## src/design/cskc_pkg.sv

```systemverilog
`default_nettype none
// ----------------------------------------------------------------------------
// cskc_pkg: shared types, codes and helpers for the cell kind classifier
// Holds the kind codes, the recognizer state codes, the step struct and the
// calendar helpers used by the scanner and the top level.
// ----------------------------------------------------------------------------
package cskc_pkg;

   // result kinds
   localparam logic [2:0] KIND_NONE    = 3'd0;
   localparam logic [2:0] KIND_BOOL    = 3'd1;
   localparam logic [2:0] KIND_INT     = 3'd2;
   localparam logic [2:0] KIND_DEC     = 3'd3;
   localparam logic [2:0] KIND_DATE    = 3'd4;
   localparam logic [2:0] KIND_NAIVE   = 3'd5;
   localparam logic [2:0] KIND_ZONED   = 3'd6;

   localparam logic [3:0] ST_DEAD      = 4'd15;

   // boolean recognizer
   localparam logic [3:0] BL_LEAD      = 4'd0;
   localparam logic [3:0] BL_T         = 4'd1;
   localparam logic [3:0] BL_TR        = 4'd2;
   localparam logic [3:0] BL_TRU       = 4'd3;
   localparam logic [3:0] BL_TRUE      = 4'd4;
   localparam logic [3:0] BL_F         = 4'd5;
   localparam logic [3:0] BL_FA        = 4'd6;
   localparam logic [3:0] BL_FAL       = 4'd7;
   localparam logic [3:0] BL_FALS      = 4'd8;
   localparam logic [3:0] BL_FALSE     = 4'd9;
   localparam logic [3:0] BL_TRAIL     = 4'd10;

   // number recognizer
   localparam logic [3:0] NM_LEAD      = 4'd0;
   localparam logic [3:0] NM_SIGN      = 4'd1;
   localparam logic [3:0] NM_INT       = 4'd2;
   localparam logic [3:0] NM_DOT       = 4'd3;
   localparam logic [3:0] NM_FRAC      = 4'd4;
   localparam logic [3:0] NM_EXP       = 4'd5;
   localparam logic [3:0] NM_EXP_SIGN  = 4'd6;
   localparam logic [3:0] NM_EXP_DIG   = 4'd7;
   localparam logic [3:0] NM_TRAIL     = 4'd8;

   // date / datetime recognizer
   localparam logic [3:0] SP_PREFIX    = 4'd0;
   localparam logic [3:0] SP_SECONDS   = 4'd1;
   localparam logic [3:0] SP_POINT     = 4'd2;
   localparam logic [3:0] SP_FRAC      = 4'd3;
   localparam logic [3:0] SP_ZONE      = 4'd4;
   localparam logic [3:0] SP_OFS_H1    = 4'd5;
   localparam logic [3:0] SP_OFS_H2    = 4'd6;
   localparam logic [3:0] SP_OFS_COLON = 4'd7;
   localparam logic [3:0] SP_OFS_M1    = 4'd8;
   localparam logic [3:0] SP_OFS_M2    = 4'd9;

   localparam logic [4:0] POS_MAX      = 5'd31;

   typedef struct packed {
      logic       fire;
      logic [7:0] char_code;
      logic       last_char;
      logic       no_char;
   } step_type;

   function automatic logic is_space(input logic [7:0] c);
      return (c == 8'h20) || ((c >= 8'h09) && (c <= 8'h0D));
   endfunction

   function automatic logic is_dig(input logic [7:0] c);
      return (c >= 8'h30) && (c <= 8'h39);
   endfunction

   // year is kept as century (first two digits) and low part (last two)
   function automatic logic date_ok(input logic [6:0] cent, input logic [6:0] lo,
                                    input logic [6:0] month, input logic [6:0] day);
      logic       leap;
      logic [4:0] dim;
      leap = ((lo[1:0] == 2'd0) && (lo != 7'd0)) || ((lo == 7'd0) && (cent[1:0] == 2'd0));
      unique case (month)
         7'd1, 7'd3, 7'd5, 7'd7, 7'd8, 7'd10, 7'd12: dim = 5'd31;
         7'd4, 7'd6, 7'd9, 7'd11:                     dim = 5'd30;
         7'd2:                                        dim = leap ? 5'd29 : 5'd28;
         default:                                     dim = 5'd0;
      endcase
      return (dim != 5'd0) && (day >= 7'd1) && (day <= {2'b00, dim});
   endfunction

endpackage
`default_nettype wire

```

## src/design/cskc_scan.sv

```systemverilog
`default_nettype none
// ----------------------------------------------------------------------------
// cskc_scan: per-byte recognizers and verdict
// Boolean, number and date/datetime recognizers advance together on each
// byte; the verdict is formed from the updated state on the closing item.
// ----------------------------------------------------------------------------
module cskc_scan (
   input  wire logic              clock,
   input  wire logic              reset,
   input  wire cskc_pkg::step_type step,
   output logic [2:0]             kind
);

   logic [3:0] bool_ff, bool_in;
   logic [3:0] num_ff, num_in;
   logic       frac_ff, frac_in;
   logic [4:0] pos_ff, pos_in;
   logic [6:0] cent_ff, cent_in;
   logic [6:0] ylo_ff, ylo_in;
   logic [6:0] month_ff, month_in;
   logic [6:0] day_ff, day_in;
   logic       tok_ff, tok_in;
   logic [3:0] stamp_ff, stamp_in;
   logic       zone_ff, zone_in;
   logic       nasc_ff, nasc_in;

   logic [7:0] c;
   logic [7:0] lc;
   logic       ws, dg, ee, sg;
   logic [3:0] dv;

   assign c  = step.char_code;
   assign lc = ((c >= 8'h41) && (c <= 8'h5A)) ? (c + 8'h20) : c;
   assign ws = cskc_pkg::is_space(c);
   assign dg = cskc_pkg::is_dig(c);
   assign ee = (c == 8'h65) || (c == 8'h45);
   assign sg = (c == 8'h2B) || (c == 8'h2D);
   assign dv = c[3:0];

   // byte update (no_char leaves everything as is)
   always_comb begin
      bool_in  = bool_ff;
      num_in   = num_ff;
      frac_in  = frac_ff;
      pos_in   = pos_ff;
      cent_in  = cent_ff;
      ylo_in   = ylo_ff;
      month_in = month_ff;
      day_in   = day_ff;
      tok_in   = tok_ff;
      stamp_in = stamp_ff;
      zone_in  = zone_ff;
      nasc_in  = nasc_ff;
      if (!step.no_char) begin
         if (c[7]) nasc_in = 1'b1;
         if (pos_ff != cskc_pkg::POS_MAX) pos_in = pos_ff + 5'd1;

         // boolean
         unique case (bool_ff)
            cskc_pkg::BL_LEAD:
               if (ws) bool_in = cskc_pkg::BL_LEAD;
               else if (lc == 8'h74) bool_in = cskc_pkg::BL_T;
               else if (lc == 8'h66) bool_in = cskc_pkg::BL_F;
               else bool_in = cskc_pkg::ST_DEAD;
            cskc_pkg::BL_T:    bool_in = (lc == 8'h72) ? cskc_pkg::BL_TR   : cskc_pkg::ST_DEAD;
            cskc_pkg::BL_TR:   bool_in = (lc == 8'h75) ? cskc_pkg::BL_TRU  : cskc_pkg::ST_DEAD;
            cskc_pkg::BL_TRU:  bool_in = (lc == 8'h65) ? cskc_pkg::BL_TRUE : cskc_pkg::ST_DEAD;
            cskc_pkg::BL_F:    bool_in = (lc == 8'h61) ? cskc_pkg::BL_FA   : cskc_pkg::ST_DEAD;
            cskc_pkg::BL_FA:   bool_in = (lc == 8'h6C) ? cskc_pkg::BL_FAL  : cskc_pkg::ST_DEAD;
            cskc_pkg::BL_FAL:  bool_in = (lc == 8'h73) ? cskc_pkg::BL_FALS : cskc_pkg::ST_DEAD;
            cskc_pkg::BL_FALS: bool_in = (lc == 8'h65) ? cskc_pkg::BL_FALSE : cskc_pkg::ST_DEAD;
            cskc_pkg::BL_TRUE, cskc_pkg::BL_FALSE, cskc_pkg::BL_TRAIL:
               bool_in = ws ? cskc_pkg::BL_TRAIL : cskc_pkg::ST_DEAD;
            default: bool_in = cskc_pkg::ST_DEAD;
         endcase

         // number
         unique case (num_ff)
            cskc_pkg::NM_LEAD:
               if (ws) num_in = cskc_pkg::NM_LEAD;
               else if (sg) num_in = cskc_pkg::NM_SIGN;
               else if (dg) num_in = cskc_pkg::NM_INT;
               else if (c == 8'h2E) begin
                  num_in = cskc_pkg::NM_DOT;
                  frac_in = 1'b1;
               end else num_in = cskc_pkg::ST_DEAD;
            cskc_pkg::NM_SIGN:
               if (dg) num_in = cskc_pkg::NM_INT;
               else if (c == 8'h2E) begin
                  num_in = cskc_pkg::NM_DOT;
                  frac_in = 1'b1;
               end else num_in = cskc_pkg::ST_DEAD;
            cskc_pkg::NM_INT:
               if (dg) num_in = cskc_pkg::NM_INT;
               else if (c == 8'h2E) begin
                  num_in = cskc_pkg::NM_FRAC;
                  frac_in = 1'b1;
               end else if (ee) begin
                  num_in = cskc_pkg::NM_EXP;
                  frac_in = 1'b1;
               end else if (ws) num_in = cskc_pkg::NM_TRAIL;
               else num_in = cskc_pkg::ST_DEAD;
            cskc_pkg::NM_DOT: num_in = dg ? cskc_pkg::NM_FRAC : cskc_pkg::ST_DEAD;
            cskc_pkg::NM_FRAC:
               if (dg) num_in = cskc_pkg::NM_FRAC;
               else if (ee) begin
                  num_in = cskc_pkg::NM_EXP;
                  frac_in = 1'b1;
               end else if (ws) num_in = cskc_pkg::NM_TRAIL;
               else num_in = cskc_pkg::ST_DEAD;
            cskc_pkg::NM_EXP:
               if (sg) num_in = cskc_pkg::NM_EXP_SIGN;
               else num_in = dg ? cskc_pkg::NM_EXP_DIG : cskc_pkg::ST_DEAD;
            cskc_pkg::NM_EXP_SIGN: num_in = dg ? cskc_pkg::NM_EXP_DIG : cskc_pkg::ST_DEAD;
            cskc_pkg::NM_EXP_DIG:
               if (dg) num_in = cskc_pkg::NM_EXP_DIG;
               else num_in = ws ? cskc_pkg::NM_TRAIL : cskc_pkg::ST_DEAD;
            cskc_pkg::NM_TRAIL: num_in = ws ? cskc_pkg::NM_TRAIL : cskc_pkg::ST_DEAD;
            default: num_in = cskc_pkg::ST_DEAD;
         endcase

         // date / datetime; hour reuses the month register after the 'T'
         unique case (stamp_ff)
            cskc_pkg::SP_PREFIX:
               priority if ((pos_ff == 5'd4) || (pos_ff == 5'd7)) begin
                  if (c != 8'h2D) stamp_in = cskc_pkg::ST_DEAD;
               end else if ((pos_ff == 5'd13) || (pos_ff == 5'd16)) begin
                  if (c != 8'h3A) stamp_in = cskc_pkg::ST_DEAD;
               end else if (pos_ff == 5'd10) begin
                  if ((c != 8'h54) || !cskc_pkg::date_ok(cent_ff, ylo_ff, month_ff, day_ff))
                     stamp_in = cskc_pkg::ST_DEAD;
                  month_in = 7'd0;
               end else if (!dg) begin
                  stamp_in = cskc_pkg::ST_DEAD;
               end else if (pos_ff <= 5'd1) begin
                  cent_in = (cent_ff << 3) + (cent_ff << 1) + {3'b000, dv};
               end else if (pos_ff <= 5'd3) begin
                  ylo_in = (ylo_ff << 3) + (ylo_ff << 1) + {3'b000, dv};
               end else if (pos_ff <= 5'd6) begin
                  month_in = (month_ff << 3) + (month_ff << 1) + {3'b000, dv};
               end else if (pos_ff <= 5'd9) begin
                  day_in = (day_ff << 3) + (day_ff << 1) + {3'b000, dv};
               end else if (pos_ff <= 5'd12) begin
                  month_in = (month_ff << 3) + (month_ff << 1) + {3'b000, dv};
                  if ((pos_ff == 5'd12) && (month_in > 7'd23)) tok_in = 1'b0;
               end else if ((pos_ff == 5'd14) || (pos_ff == 5'd17)) begin
                  if (dv >= 4'd6) tok_in = 1'b0;
               end else if (pos_ff == 5'd18) begin
                  stamp_in = cskc_pkg::SP_SECONDS;
               end else begin
                  // minute ones digit: only has to be a digit
                  stamp_in = cskc_pkg::SP_PREFIX;
               end
            cskc_pkg::SP_SECONDS:
               if (c == 8'h2E) stamp_in = cskc_pkg::SP_POINT;
               else if (c == 8'h5A) begin
                  stamp_in = cskc_pkg::SP_ZONE;
                  zone_in = 1'b1;
               end else if (sg) stamp_in = cskc_pkg::SP_OFS_H1;
               else stamp_in = cskc_pkg::ST_DEAD;
            cskc_pkg::SP_POINT: stamp_in = dg ? cskc_pkg::SP_FRAC : cskc_pkg::ST_DEAD;
            cskc_pkg::SP_FRAC:
               if (dg) stamp_in = cskc_pkg::SP_FRAC;
               else if (c == 8'h5A) begin
                  stamp_in = cskc_pkg::SP_ZONE;
                  zone_in = 1'b1;
               end else if (sg) stamp_in = cskc_pkg::SP_OFS_H1;
               else stamp_in = cskc_pkg::ST_DEAD;
            cskc_pkg::SP_OFS_H1: stamp_in = dg ? cskc_pkg::SP_OFS_H2 : cskc_pkg::ST_DEAD;
            cskc_pkg::SP_OFS_H2: stamp_in = dg ? cskc_pkg::SP_OFS_COLON : cskc_pkg::ST_DEAD;
            cskc_pkg::SP_OFS_COLON:
               stamp_in = (c == 8'h3A) ? cskc_pkg::SP_OFS_M1 : cskc_pkg::ST_DEAD;
            cskc_pkg::SP_OFS_M1: stamp_in = dg ? cskc_pkg::SP_OFS_M2 : cskc_pkg::ST_DEAD;
            cskc_pkg::SP_OFS_M2:
               if (dg) begin
                  stamp_in = cskc_pkg::SP_ZONE;
                  zone_in = 1'b1;
               end else stamp_in = cskc_pkg::ST_DEAD;
            default: stamp_in = cskc_pkg::ST_DEAD;
         endcase
      end
   end

   // verdict on the updated state, fixed priority
   always_comb begin
      priority if (nasc_in) kind = cskc_pkg::KIND_NONE;
      else if ((bool_in == cskc_pkg::BL_TRUE) || (bool_in == cskc_pkg::BL_FALSE) ||
               (bool_in == cskc_pkg::BL_TRAIL))
         kind = cskc_pkg::KIND_BOOL;
      else if ((num_in == cskc_pkg::NM_INT) || (num_in == cskc_pkg::NM_FRAC) ||
               (num_in == cskc_pkg::NM_EXP_DIG) || (num_in == cskc_pkg::NM_TRAIL))
         kind = frac_in ? cskc_pkg::KIND_DEC : cskc_pkg::KIND_INT;
      else if ((stamp_in == cskc_pkg::SP_PREFIX) && (pos_in == 5'd10) &&
               cskc_pkg::date_ok(cent_in, ylo_in, month_in, day_in))
         kind = cskc_pkg::KIND_DATE;
      else if (tok_in && ((stamp_in == cskc_pkg::SP_SECONDS) ||
                          (stamp_in == cskc_pkg::SP_FRAC)))
         kind = cskc_pkg::KIND_NAIVE;
      else if (tok_in && (stamp_in == cskc_pkg::SP_ZONE) && zone_in)
         kind = cskc_pkg::KIND_ZONED;
      else kind = cskc_pkg::KIND_NONE;
   end

   // closing item returns everything to the start of a cell
   always_ff @(posedge clock) begin
      if (reset || (step.fire && step.last_char)) begin
         bool_ff  <= cskc_pkg::BL_LEAD;
         num_ff   <= cskc_pkg::NM_LEAD;
         frac_ff  <= 1'b0;
         pos_ff   <= 5'd0;
         cent_ff  <= 7'd0;
         ylo_ff   <= 7'd0;
         month_ff <= 7'd0;
         day_ff   <= 7'd0;
         tok_ff   <= 1'b1;
         stamp_ff <= cskc_pkg::SP_PREFIX;
         zone_ff  <= 1'b0;
         nasc_ff  <= 1'b0;
      end else if (step.fire) begin
         bool_ff  <= bool_in;
         num_ff   <= num_in;
         frac_ff  <= frac_in;
         pos_ff   <= pos_in;
         cent_ff  <= cent_in;
         ylo_ff   <= ylo_in;
         month_ff <= month_in;
         day_ff   <= day_in;
         tok_ff   <= tok_in;
         stamp_ff <= stamp_in;
         zone_ff  <= zone_in;
         nasc_ff  <= nasc_in;
      end
   end

endmodule
`default_nettype wire

```

## src/design/cell_scalar_kind_classifier.sv

```systemverilog
`default_nettype none
// ----------------------------------------------------------------------------
// cell_scalar_kind_classifier: kind of a text cell, one byte per transfer
// Input register, recognizer update and verdict, result register.
// ----------------------------------------------------------------------------
// Usage:
//  - req_ channel: one byte per transfer (req_char_code). req_no_char marks a
//    transfer with no byte; req_last_char marks the transfer that closes the
//    cell. A closing transfer with no bytes before it is an empty cell.
//  - rsp_ channel: one transfer per cell, rsp_kind = none, boolean, integer,
//    decimal, date, naive datetime or zoned datetime.
//  - Path: the result of a closing byte reaches rsp_ through the input
//    register, then the result register.
//  - Throughput: one byte per cycle; a closing byte waits on a receiver stall.
//    The recognizers make one combinational pass per byte between the registers.
//  - Receiver stall: the result register holds; further bytes of the next
//    cell keep flowing, and only a second closing byte waits in the input
//    register until the result register is free.
//  - Reset: synchronous; drops both registers and returns the recognizers to
//    the start of a cell.
// ----------------------------------------------------------------------------
module cell_scalar_kind_classifier (
   input  wire logic       clock,
   input  wire logic       reset,
   input  wire logic       req_valid,
   output logic            req_stall,
   input  wire logic [7:0] req_char_code,
   input  wire logic       req_last_char,
   input  wire logic       req_no_char,
   output logic            rsp_valid,
   input  wire logic       rsp_stall,
   output logic [2:0]      rsp_kind
);

   // input register
   logic       s1_valid_ff, s1_valid_in;
   logic [7:0] s1_char_ff;
   logic       s1_last_ff;
   logic       s1_none_ff;

   // result register
   logic       rsp_valid_ff, rsp_valid_in;
   logic [2:0] rsp_kind_ff;

   logic               out_free;
   logic               s1_go;
   logic               req_take;
   logic [2:0]         scan_kind;
   cskc_pkg::step_type step;

   assign out_free  = !rsp_valid_ff || !rsp_stall;
   // only a closing byte needs room in the result register
   assign s1_go     = s1_valid_ff && (!s1_last_ff || out_free);
   assign req_stall = s1_valid_ff && !s1_go;
   assign req_take  = req_valid && !req_stall;

   assign s1_valid_in  = req_stall ? s1_valid_ff : req_valid;
   assign rsp_valid_in = (s1_go && s1_last_ff) ? 1'b1 : (rsp_valid_ff && rsp_stall);

   assign step.fire      = s1_go;
   assign step.char_code = s1_char_ff;
   assign step.last_char = s1_last_ff;
   assign step.no_char   = s1_none_ff;

   cskc_scan u_scan (
      .clock (clock),
      .reset (reset),
      .step  (step),
      .kind  (scan_kind)
   );

   always_ff @(posedge clock) begin
      if (reset) begin
         s1_valid_ff  <= 1'b0;
         rsp_valid_ff <= 1'b0;
      end else begin
         s1_valid_ff  <= s1_valid_in;
         rsp_valid_ff <= rsp_valid_in;
      end
   end

   always_ff @(posedge clock) begin
      if (req_take) begin
         s1_char_ff <= req_char_code;
         s1_last_ff <= req_last_char;
         s1_none_ff <= req_no_char;
      end
      if (s1_go && s1_last_ff) rsp_kind_ff <= scan_kind;
   end

   assign rsp_valid = rsp_valid_ff;
   assign rsp_kind  = rsp_kind_ff;

`ifndef ASSERT_OFF
   // back-pressure only from a closing byte facing a blocked result register
   a_stall_cause: assert property (@(posedge clock) disable iff (reset)
      req_stall |-> (s1_valid_ff && s1_last_ff && rsp_valid_ff && rsp_stall))
      else $error("input stalled without a blocked result");

   // a closing byte always produces a result in range
   a_close_result: assert property (@(posedge clock) disable iff (reset)
      (s1_go && s1_last_ff) |=> (rsp_valid_ff && (rsp_kind_ff <= cskc_pkg::KIND_ZONED)))
      else $error("closing byte produced no valid result");

   // a held byte keeps its contents
   a_s1_hold: assert property (@(posedge clock) disable iff (reset)
      (s1_valid_ff && !s1_go) |=> (s1_valid_ff && $stable(s1_char_ff) && $stable(s1_last_ff)))
      else $error("held input byte changed");

   // a result appears only after a closing byte went through
   a_rsp_origin: assert property (@(posedge clock) disable iff (reset)
      $rose(rsp_valid_ff) |-> $past(s1_go && s1_last_ff))
      else $error("result without a closing byte");
`endif

endmodule
`default_nettype wire

```

## config.mk

```make
export PLATFORM = sky130hd
export DESIGN_NAME = cell_scalar_kind_classifier
export DESIGN_NICKNAME = d
export VERILOG_FILES = /design/src/design/cskc_pkg.sv /design/src/design/cskc_scan.sv /design/src/design/cell_scalar_kind_classifier.sv
export SDC_FILE = /design/constraint.sdc
export NUM_CORES = 1
export LEC_CHECK = 0
export BUFFER_PORTS_ARGS = -buffer_cell sky130_fd_sc_hd__buf_2
export CELL_PAD_IN_SITES_DETAIL_PLACEMENT = 0
export CELL_PAD_IN_SITES_GLOBAL_PLACEMENT = 1
export CORE_ASPECT_RATIO = 1.5
export CORE_MARGIN = 4
export CORE_UTILIZATION = 40
export DETAILED_ROUTE_END_ITERATION = 10
export PLACE_DENSITY = 0.76
export SETUP_SLACK_MARGIN = 0.2
export SLEW_MARGIN = 10
export SYNTH_ARGS = -nofsm -noshare
export SYNTH_HDL_FRONTEND = slang
export SYNTH_SLANG_ARGS = --single-unit
```

## constraint.sdc

```tcl
create_clock -name clock -period 6.6 [get_ports clock]
set_clock_uncertainty 0.2 [all_clocks]
set_input_delay 0 -clock clock [delete_from_list [all_inputs] [get_ports clock]]
set_output_delay 0 -clock clock [all_outputs]
set_load 0.03 [all_outputs]
```

==> summary.txt, run 1 <==
Crit Path Max Fanout: 15
CORE AREA: 0.0140 sq mm
Clock Latency Late Sink: 0.34 ns
Leak: 2.46 nW
Hold Worst Slack: 0.0386 ns
Starting Density: 0.406
Clk Tree Root Cell: clkbuf_16
Initial DRC Count: 390
area leader, netlist: dfxtp_1
Mapped Nets: 792
Worst Setup EP: rsp_kind[2]$_SDFFCE_PP0P_
area growth from synthesis to layout: 11.4%
PwrDens: 190 mW/mm^2
vias: 5590
first-pass GRT wire length: 27600 microns
Total GRT Usage: 0.212
peak supply drop: 104 uV
RSZ-0062 raised after global routing: false
Final Hold Fails: 0
die height: 154 microns
setup violators final: 0
Nets: 789
post-DP HPWL: 12700 microns
Crit. End Element: flop
area share of the largest cell type after synthesis: 0.162
H-tree depth: 3
initial antenna violation count: 0
critical path startpoint category: flop
Hold Crit Class: in -> reg
CTS resizes: 0
Cell variety after synth: 85
drt drc: 0
relative slew slack: 0.333
grt ovf: 0
vias in the first global route: 5427
Die X: 105 microns
Antenna Nets Post-Route: 0
CP max stage delay: 0.70 ns
Tightest Pin Transition: 0.976 ns
Crit path max-delay family: compound AO/OA/AOI/OAI gates
reg2reg start: s1_char_ff[3]$_DFFE_PP_
Rows: 53
largest net degree at the start of global routing: 45
Main synth FF type: dfxtp_1
status: completed
most frequent cells in the layout: nor2_1, a21oi_1, nand2_1
clock sink total: 59
sequential-to-total area share from yosys stat: 0.231
Max Cap Viol: 0
CP Depth: 21
Crit Path Category: reg -> reg
Slowest-stage cell, CP: edfxtp_1
flop-to-flop setup slack: 0.99 ns
cell count after synthesis: 731
Slew Limit Fails: 0
asr flop ratio synth: 0
final WL: 17300 microns
Vias/cell: 6.04
worst reg2reg endpoint: rsp_kind[2]$_SDFFCE_PP0P_
DRT Pass-1 Iters: 5
CP cell instances: inv_1 -> fa_1 -> inv_1 -> ha_1 -> a21o_1 -> a21oi_1 -> xor2_1 -> o221a_2 -> a2bb2oi_1 -> and4_1 -> a21boi_1 -> inv_1 -> ha_1 -> o21a_1 -> o21a_1 -> o21a_1 -> o22ai_1 -> o2111ai_1 -> nor4b_2 -> a31oi_1 -> and4bb_1
Final Wtd Congestion: 0.950
Crit path required time: 6.61 ns
Critical path origin: s1_char_ff[3]$_DFFE_PP_
WL/cell: 18.7 microns
Syn Area/Cell: 7.77 sq um
min Tclk post-route: 5.61 ns
Post-synth EDFFs: 13
Total Neg Setup Slack: 0 ns
max frequency: 178 MHz
full die area: 0.0162 sq mm
diode count: 0
top post-synthesis cells by area: dfxtp_1, ha_1, edfxtp_1
Port Buf Inserts: 18
TritonCTS clock tree: built
number of I/O pins: 19
#FFs+latches synth: 59
Reg2Reg Depth: 21
worst path arrival time: 5.63 ns
cell area after synthesis: 0.00568 sq mm
commonest non-fill, non-tap cell in the layout: nor2_1
Num CTS Buffers: 9
Finished Core Util: 0.452
CTS Buffer Depth: 2
clk slew on worst S/H paths: 0.06 ns
Yosys Warn Count: 0
Final Cycle Share: 0.851
share of layout cells above drive strength 1: 0.0873
Bufs and invs on worst path: 3
stage by stage:
step / cells / area, sq um / total power, mW / setup WS [ns]
floorplan: 731 / 5680 / 0.574 / 1.76
global placement: 896 / 5840 / 0.628 / 1.36
detailed placement: 896 / 5840 / 0.632 / 1.07
CTS: 925 / 6320 / 1.21 / 1.03
global route: 925 / 6320 / 1.25 / 0.691
finish: 925 / 6320 / 1.20 / 0.985
power breakdown:
part	internal (mW)	switching [mW]	total [mW]
registers	0.382	0.0337	0.415
clock network	0.372	0.192	0.564
logic	0.0902	0.129	0.219
total	0.844	0.355	1.20
how the worst min path moves through the flow:
stage	start	end	slack, ns	depth (start not counted)
6_report	req_valid	s1_none_ff$_DFFE_PP_	0.04	3
5_1_grt	req_valid	s1_last_ff$_DFFE_PP_	0.06	3
4_1_cts	req_valid	s1_none_ff$_DFFE_PP_	0.03	3
3_5_place_dp	req_char_code[7]	s1_char_ff[7]$_DFFE_PP_	-0.02	1
3_3_place_gp	req_no_char	s1_none_ff$_DFFE_PP_	-0.02	1
2_1_floorplan	reset	s1_valid_ff$_SDFFE_PP0N_	-0.13	1
registers in the layout, indices dropped and copies added, names as in the netlist, 3 cells and up:
name             cells
u_scan.num_ff        4
s1_char_ff           8
u_scan.ylo_ff        7
u_scan.bool_ff       4
u_scan.month_ff      7
u_scan.stamp_ff      4
u_scan.day_ff        7
rsp_kind             3
u_scan.pos_ff        5
synth_stat cells, types with 5 or more instances:
cell type  instances
edfxtp_1          13
nor2_1            90
o21ai_0           25
o22ai_1            7
a211oi_1          19
a32oi_1            6
or2_2              6
and3_1             5
a21o_1            11
nor3_1            19
a22oi_1            5
a41oi_1            5
or4_1              8
and2_1             7
a21oi_1           58
ha_1              41
nand3_1           24
a31oi_1            9
clkbuf_1          42
nand2_1           52
fa_1               6
nor3b_1            5
o21a_1             7
nand2b_1          15
o211ai_1           7
o21ai_1            5
xnor2_1           17
nor2b_1           13
mux2i_1           17
inv_1             28
nor4_1             6
dfxtp_1           46
buf_2              6
cell families after synthesis:
| kind of cell | Yosys count | share of synthesized area |
|---|---|---|
| compound gates | 211 | 0.256 |
| xor+xnor | 21 | 0.0324 |
| fa+ha+maj | 47 | 0.112 |
| buf+inv | 78 | 0.0542 |
| flops | 59 | 0.231 |
| mux | 23 | 0.0419 |
| simple gates | 292 | 0.273 |
metal layers:
layer	vias up	GRT usage	part of all wire
li1	2704	-	-
met1	2650	0.237	0.40
met2	175	0.377	0.51
met3	61	0.0265	0.036
met4	0	0.133	0.059
met5	-	0	0
cell type report:
cell class | count | area, sq um
sequential | 59 | 1310
clock buffer | 9 | 225
timing repair buffer | 36 | 258
multi-input combinational | 594 | 4060
fill | 1369 | 7670
clock inverter | 7 | 124
inverter | 28 | 105
tap | 192 | 240
timing repair:
action,CTS,global route
endpoints found under the hold margin,12,0
setup buffers,0,0
setup endpoints to repair,0,0
hold buffers,13,0
worst reg2reg max path: stages (launching register included):
cell and delay [ns]:
edfxtp_1 0.70, inv_1 0.23, fa_1 0.58, inv_1 0.07
ha_1 0.29, a21o_1 0.15, a21oi_1 0.18, xor2_1 0.31
o221a_2 0.25, a2bb2oi_1 0.18, and4_1 0.25, a21boi_1 0.28
inv_1 0.13, ha_1 0.32, o21a_1 0.11, o21a_1 0.17
o21a_1 0.16, o22ai_1 0.13, o2111ai_1 0.18, nor4b_2 0.27
a31oi_1 0.11, and4bb_1 0.25
(Power assumes the default switching activity.)
==> run 2, diff against run 1 <==
BUFFER_PORTS_ARGS = -buffer_cell sky130_fd_sc_hd__clkbuf_2   (was -buffer_cell sky130_fd_sc_hd__buf_2)
CAP_MARGIN = 20   (was unset)
==> run 2 against run 1 <==
Effect of this change: cell area down 0.63%; sequential share of layout area rose by 0.13 points; sequential cell count is the same; hold slack worse by 0.0042 ns; final cell count grew 0.11%; core utilization is 0.29 points lower; non-clock buffer count rose by 1; sequential power about the same; via count is 1.1% lower; critical endpoint unchanged; largest power group unchanged.
==> summary.txt, run 2 (synthesized netlist as in run 1, its figures left out) <==
Clock Latency Late Sink: 0.34 ns (about the same)
grt ovf: 0 (unchanged)
Port Buf Inserts: 18 (unchanged)
Final Hold Fails: 0 (unchanged)
Rows: 53 (unchanged)
max reg flops: 8 (unchanged)
worst reg2reg endpoint: rsp_kind[2]$_SDFFCE_PP0P_
worst path arrival time: 5.57 ns (-0.06 ns)
critical path startpoint category: flop
area growth from synthesis to layout: 10.6%
die height: 154 microns (unchanged)
CORE AREA: 0.0140 sq mm (unchanged)
peak supply drop: 106 uV (+2.1%)
min Tclk post-route: 5.56 ns (-0.0564 ns)
vias in the first global route: 5391 (-0.66%)
Hold Crit Class: in -> reg
Final Wtd Congestion: 0.933 (-1.8%)
initial antenna violation count: 0 (unchanged)
WL/cell: 18.2 microns (-2.2%)
PwrDens: 178 mW/mm^2 (-5.9%)
Tightest Pin Transition: 1.02 ns (+0.0392 ns)
full die area: 0.0162 sq mm (unchanged)
hold depth: 3 (unchanged)
Final Cycle Share: 0.842 (-0.00855)
combinational power share: 0.196 (+0.013)
largest net degree at the start of global routing: 45 (unchanged)
Initial DRC Count: 356 (-8.7%)
first-pass GRT wire length: 27600 microns (-0.12%)
Nets: 790 (+0.13%)
total power: 1.12 mW (-6.5%)
final WL: 16900 microns (-2.1%)
switching share of power: 0.315 (+0.0196)
Antenna Nets Post-Route: 0 (unchanged)
CTS resizes: 0 (unchanged)
number of I/O pins: 19 (unchanged)
TritonCTS clock tree: built
share of layout cells above drive strength 1: 0.0886 (+0.00124)
max frequency: 180 MHz (+1.0%)
Num CTS Buffers: 9 (unchanged)
CTS Buffer Depth: 2 (unchanged)
drt drc: 0 (unchanged)
post-DP HPWL: 12700 microns (-0.18%)
most frequent cells in the layout: nor2_1, a21oi_1, nand2_1
Max Cap Viol: 0 (unchanged)
setup slack after layout: 1.04 ns (+0.0564 ns)
grt met1 use: 0.234 (-0.00259)
clock sink total: 59 (unchanged)
GR Layer Usage met3: 0.0269 (+0.000420)
Crit. End Element: flop
commonest non-fill, non-tap cell in the layout: nor2_1
status: completed
Crit path required time: 6.62 ns (about the same)
Total Neg Setup Slack: 0 ns (unchanged)
vias: 5528 (-1.1%)
layer with the highest usage: met2
Crit Path Max Fanout: 15 (unchanged)
Starting Density: 0.406 (unchanged)
diode count: 0 (unchanged)
DRT Pass-1 Iters: 5 (unchanged)
Leak: 2.45 nW (-0.73%)
Hold EP: s1_char_ff[2]$_DFFE_PP_
reg2reg start: s1_char_ff[3]$_DFFE_PP_
dpl ws: 1.12 ns (+0.0513 ns)
Clk Tree Root Cell: clkbuf_16
largest register by flop count: s1_char_ff
Flop pwr share: 0.369 (+0.022)
Slew Limit Fails: 0 (unchanged)
P_sw: 354 uW (-0.33%)
Total GRT Usage: 0.212 (+0.000241)
relative slew slack: 0.306 (-0.0268)
Layout fillers: 1385 (+1.2%)
clock share of power: 0.435 (-0.036)
flop-to-flop setup slack: 1.04 ns (+0.06 ns)
Finished Core Util: 0.449 (-0.00286)
internal power: 767 uW (-9.1%)
Crit Path Category: reg -> reg
setup violators final: 0 (unchanged)
RSZ-0062 raised after global routing: false
HP Start: req_valid
Die X: 105 microns (unchanged)
H-tree depth: 3 (unchanged)
Vias/cell: 5.97 (-1.2%)
Reg2Reg Depth: 21 (unchanged)
clk slew on worst S/H paths: 0.06 ns (about the same)
met2 GRT Util: 0.382 (+0.00547)
run 2: cell types whose count changed in the layout (fill, tap and decap cells not counted), sizes merged:
cell	delta
clkinvlp	+1
bufinv	-2
clkbuf	+18
buf	-17
clkinv	+1
run 2: cell type report:
class	count	area, sq um	area share
Multi-Input combinational cell	594	4060	0.646
Sequential cell	59	1310	0.209
Timing Repair Buffer	37	265	0.0422
Tap cell	192	240	0.0382
Clock buffer	9	225	0.0359
Inverter	28	105	0.0167
Clock inverter	7	76.3	0.0122
run 2: worst max-delay path by stage:
| stage | endpoint | startpoint | slack, ns | cells past startpoint |
|---|---|---|---|---|
| after floorplan | rsp_kind[2]$_SDFFCE_PP0P_ | s1_char_ff[3]$_DFFE_PP_ | 1.76 | 22 |
| final | rsp_kind[2]$_SDFFCE_PP0P_ | s1_char_ff[3]$_DFFE_PP_ | 1.04 | 21 |
| after global placement | rsp_kind[2]$_SDFFCE_PP0P_ | s1_char_ff[3]$_DFFE_PP_ | 1.35 | 22 |
| after CTS | rsp_kind[2]$_SDFFCE_PP0P_ | s1_char_ff[3]$_DFFE_PP_ | 1.06 | 21 |
| after global routing | rsp_kind[2]$_SDFFCE_PP0P_ | s1_char_ff[3]$_DFFE_PP_ | 0.64 | 21 |
| after detailed placement | rsp_kind[2]$_SDFFCE_PP0P_ | s1_char_ff[3]$_DFFE_PP_ | 1.12 | 21 |
run 2: critical path, stage by stage, from the launching register on:
cell       delay (ns)
edfxtp_1         0.67
inv_1            0.22
fa_1             0.57
inv_1            0.07
fa_1             0.46
a21o_1           0.19
a21oi_1          0.17
xnor2_1          0.18
inv_1            0.07
a32oi_1          0.27
and4_1           0.29
a21boi_1         0.27
inv_1            0.13
ha_1             0.33
o21a_1           0.12
o21a_1           0.17
o21a_1           0.17
o22ai_1          0.13
o2111ai_1        0.15
nor4b_2          0.25
a31oi_1          0.10
and4bb_1         0.25
run 2: per-layer routing:
metal	share of wire	vias up
li1	-	2701
met1	0.40	2644
met2	0.52	135
met3	0.030	48
met4	0.049	0
met5	0	-
run 2: per-stage QoR:
| step | cells | cell area [sq um] | hold slack (ns) |
|---|---|---|---|
| floorplan | 731 | 5680 | -0.131 |
| global placement | 897 | 5850 | -0.0185 |
| detailed placement | 897 | 5850 | -0.0214 |
| CTS | 926 | 6280 | 0.00832 |
| global route | 926 | 6280 | 0.0704 |
| finish | 926 | 6280 | 0.0344 |
run 2: power by group through the flow:
stage	combinational, mW	clock [mW]	sequential [mW]
global route	0.244	0.513	0.416
finish	0.220	0.488	0.413
global placement	0.209	0	0.419
detailed placement	0.212	0	0.420
floorplan	0.174	0	0.400
CTS	0.219	0.495	0.412
run 2: timing repair:
action,4_1_cts,5_1_grt
hold endpoints to repair,12,0
hold buffers,13,0
setup buffers,0,0
==> run 3, diff against run 2 <==
ABC_AREA = 1   (was unset)
PLACE_DENSITY = 0.8   (was 0.76)
clock period = 5.8 ns   (was 6.6 ns; I/O delays follow)
==> run 3 against run 2 <==
Effect of this change: critical path depth rose by 8; power grew 39%; core utilization rose by 1.1 points; first-iteration DRC count fell by 39%; area after synthesis decreased by 0.29%; die area shrank 0.27%; critical path type unchanged; cell area rose by 1.9%; final cell count is 20% higher.
==> summary.txt, run 3 <==
Rows: 53 (unchanged)
Finished Core Util: 0.460 (+0.0109)
crit-path most repeated cell: nand2_1
most common library cells after synthesis: nand2_1, inv_1, nor2_1
clk slew on worst S/H paths: 0.06 ns (about the same)
H-tree depth: 3 (unchanged)
Clk Tree Root Cell: clkbuf_16
DP Area: 0.00590 sq mm (+0.79%)
Antenna Nets Post-Route: 0 (unchanged)
Slew Limit Fails: 0 (unchanged)
Clock Latency Late Sink: 0.34 ns (about the same)
cell count after synthesis: 911 (+25%)
Syn Area/Cell: 6.21 sq um (-20%)
number of I/O pins: 19 (unchanged)
Num CTS Buffers: 9 (unchanged)
Total GRT Usage: 0.215 (+0.00258)
most frequent cell after synthesis: nand2_1
vias in the first global route: 5655 (+4.9%)
setup violators final: 0 (unchanged)
PwrDens: 243 mW/mm^2 (+36%)
CORE AREA: 0.0139 sq mm (-0.47%)
CP max stage delay: 0.61 ns (-0.06 ns)
asr flop ratio synth: 0 (unchanged)
final WL: 16900 microns (about the same)
Total Neg Setup Slack: 0 ns (unchanged)
cell area after synthesis: 0.00566 sq mm (-0.29%)
RSZ-0062 raised after global routing: false
Cells after DPL: 1078 (+20%)
share of layout cells above drive strength 1: 0.0902 (+0.00168)
initial antenna violation count: 0 (unchanged)
Starting Density: 0.406 (+0.000764)
diode count: 0 (unchanged)
die height: 154 microns (-0.13%)
Cell variety after synth: 47 (-45%)
Nets: 998 (+26%)
min Tclk post-route: 4.83 ns (-0.726 ns)
Final Hold Fails: 0 (unchanged)
Initial DRC Count: 216 (-39%)
total power: 1.56 mW (+39%)
setup slack after layout: 0.968 ns (-0.0738 ns)
Yosys Warn Count: 0 (unchanged)
Post-synth EDFFs: 13 (unchanged)
CTS Buffer Depth: 2 (unchanged)
Hold Worst Slack: 0.0242 ns (-0.0102 ns)
status: completed
peak supply drop: 128 uV (+21%)
largest net degree at the start of global routing: 50 (+11%)
drt drc: 0 (unchanged)
Crit Path Max Fanout: 8 (-7)
full die area: 0.0162 sq mm (-0.27%)
Die X: 105 microns (-0.13%)
post-DP HPWL: 13000 microns (+2.6%)
Tightest Pin Transition: 0.869 ns (-0.146 ns)
WL/cell: 15.3 microns (-16%)
first-pass GRT wire length: 27700 microns (+0.25%)
critical path startpoint category: flop
grt ovf: 0 (unchanged)
most frequent cells in the layout: nand2_1, inv_1, nor2_1
Leak: 3.22 nW (+32%)
max frequency: 207 MHz (+15%)
Max Cap Viol: 0 (unchanged)
relative slew slack: 0.420 (+0.114)
Crit Path Category: reg -> reg
area share of the largest cell type after synthesis: 0.163 (+0.000466)
#FFs+latches synth: 59 (unchanged)
TritonCTS clock tree: built
Slowest-stage cell, CP: edfxtp_1
clock sink total: 59 (unchanged)
Final Cycle Share: 0.833 (-0.00905)
max reg flops: 8 (unchanged)
vias: 5865 (+6.1%)
area growth from synthesis to layout: 13.1%
Port Buf Inserts: 18 (unchanged)
largest register by flop count: s1_char_ff
final instance area: 0.00640 sq mm (+1.9%)
Hold Crit Class: in -> reg
total setup buffers inserted after CTS: 0 (unchanged)
DRT Pass-1 Iters: 5 (unchanged)
Final Non-Filler Cells: 1107 (+20%)
worst path arrival time: 4.72 ns (-0.85 ns)
top post-synthesis cells by area: dfxtp_1, nand2_1, ha_1
dpl ws: 0.966 ns (-0.154 ns)
Final Wtd Congestion: 0.936 (+0.32%)
area leader, netlist: dfxtp_1
Crit. End Element: flop
CTS resizes: 0 (unchanged)
sequential-to-total area share from yosys stat: 0.232 (+0.000664)
Vias/cell: 5.30 (-11%)
Crit path required time: 5.69 ns (-0.93 ns)
Mapped Nets: 972 (+23%)
Main synth FF type: dfxtp_1
commonest non-fill, non-tap cell in the layout: nand2_1
-- run 3: cell types whose count changed after synthesis, sizes merged, moves of 16 or more --
cell and change:
mux2i -16, nor2 +39, o21ai +50, inv +106, nand3 +39, nand2 +168
clkbuf -28
-- run 3: final timing paths --
check,start,to,slack (ns),cells after the start
hold reg to reg,u_scan.nasc_ff$_SDFFE_PP0P_,u_scan.nasc_ff$_SDFFE_PP0P_,0.27,2
hold / removal,req_valid,s1_none_ff$_DFFE_PP_,0.02,4
setup / recovery,s1_char_ff[3]$_DFFE_PP_,rsp_kind[2]$_SDFFCE_PP0P_,0.97,29
setup reg to reg,s1_char_ff[3]$_DFFE_PP_,rsp_kind[2]$_SDFFCE_PP0P_,0.97,29
-- run 3: timing repair --
action,CTS,global route
hold endpoints to repair,12,0
setup endpoints to repair,0,0
hold buffers,13,0
-- run 3: logic make-up (layout without fill, tap and decap cells) --
| family | after synthesis | count (layout) | share of synthesized area |
|---|---|---|---|
| DFF | 59 | 59 | 0.232 |
| buffers and inverters | 157 | 188 | 0.109 |
| xor gates and xnor gates | 16 | 16 | 0.0248 |
| and+or+nand+nor | 461 | 461 | 0.354 |
| AOI/OAI and AO/OA | 170 | 170 | 0.167 |
| adders and majority gates | 47 | 47 | 0.112 |
| muxes | 1 | 1 | 0.00177 |
-- run 3: final cells by class --
class | count | area (sq um)
inverter | 134 | 503
clock inverter | 4 | 120
multi-input combinational | 695 | 3730
timing repair buffer | 38 | 273
sequential | 59 | 1310
fill | 1509 | 7520
clock buffer | 12 | 256
tap | 165 | 206
-- run 3: power by group --
part / switching (mW) / internal, mW / leakage (nW)
combinational: 0.251 / 0.136 / 2.53
clock: 0.203 / 0.487 / 0.183
sequential: 0.0332 / 0.445 / 0.504
total: 0.488 / 1.07 / 3.22
-- run 3: worst max-delay path: cells and delay by family (launching register included) --
kind / cells / cell delay, ns
adder cells (fa/ha/maj): 3 / 1.32
AND/OR/NAND/NOR: 17 / 1.26
AO/OA/AOI/OAI: 4 / 0.64
flip-flops: 1 / 0.61
buffers and inverters: 4 / 0.40
XOR/XNOR: 1 / 0.16
-- run 3: layer usage --
metal,GRT usage,routed length [microns],vias up,share of wire
li1,-,-,3033,-
met1,0.225,6750,2694,0.40
met2,0.414,9120,93,0.54
met3,0.0353,370,45,0.022
met4,0.0951,661,0,0.039
met5,0,0,-,0
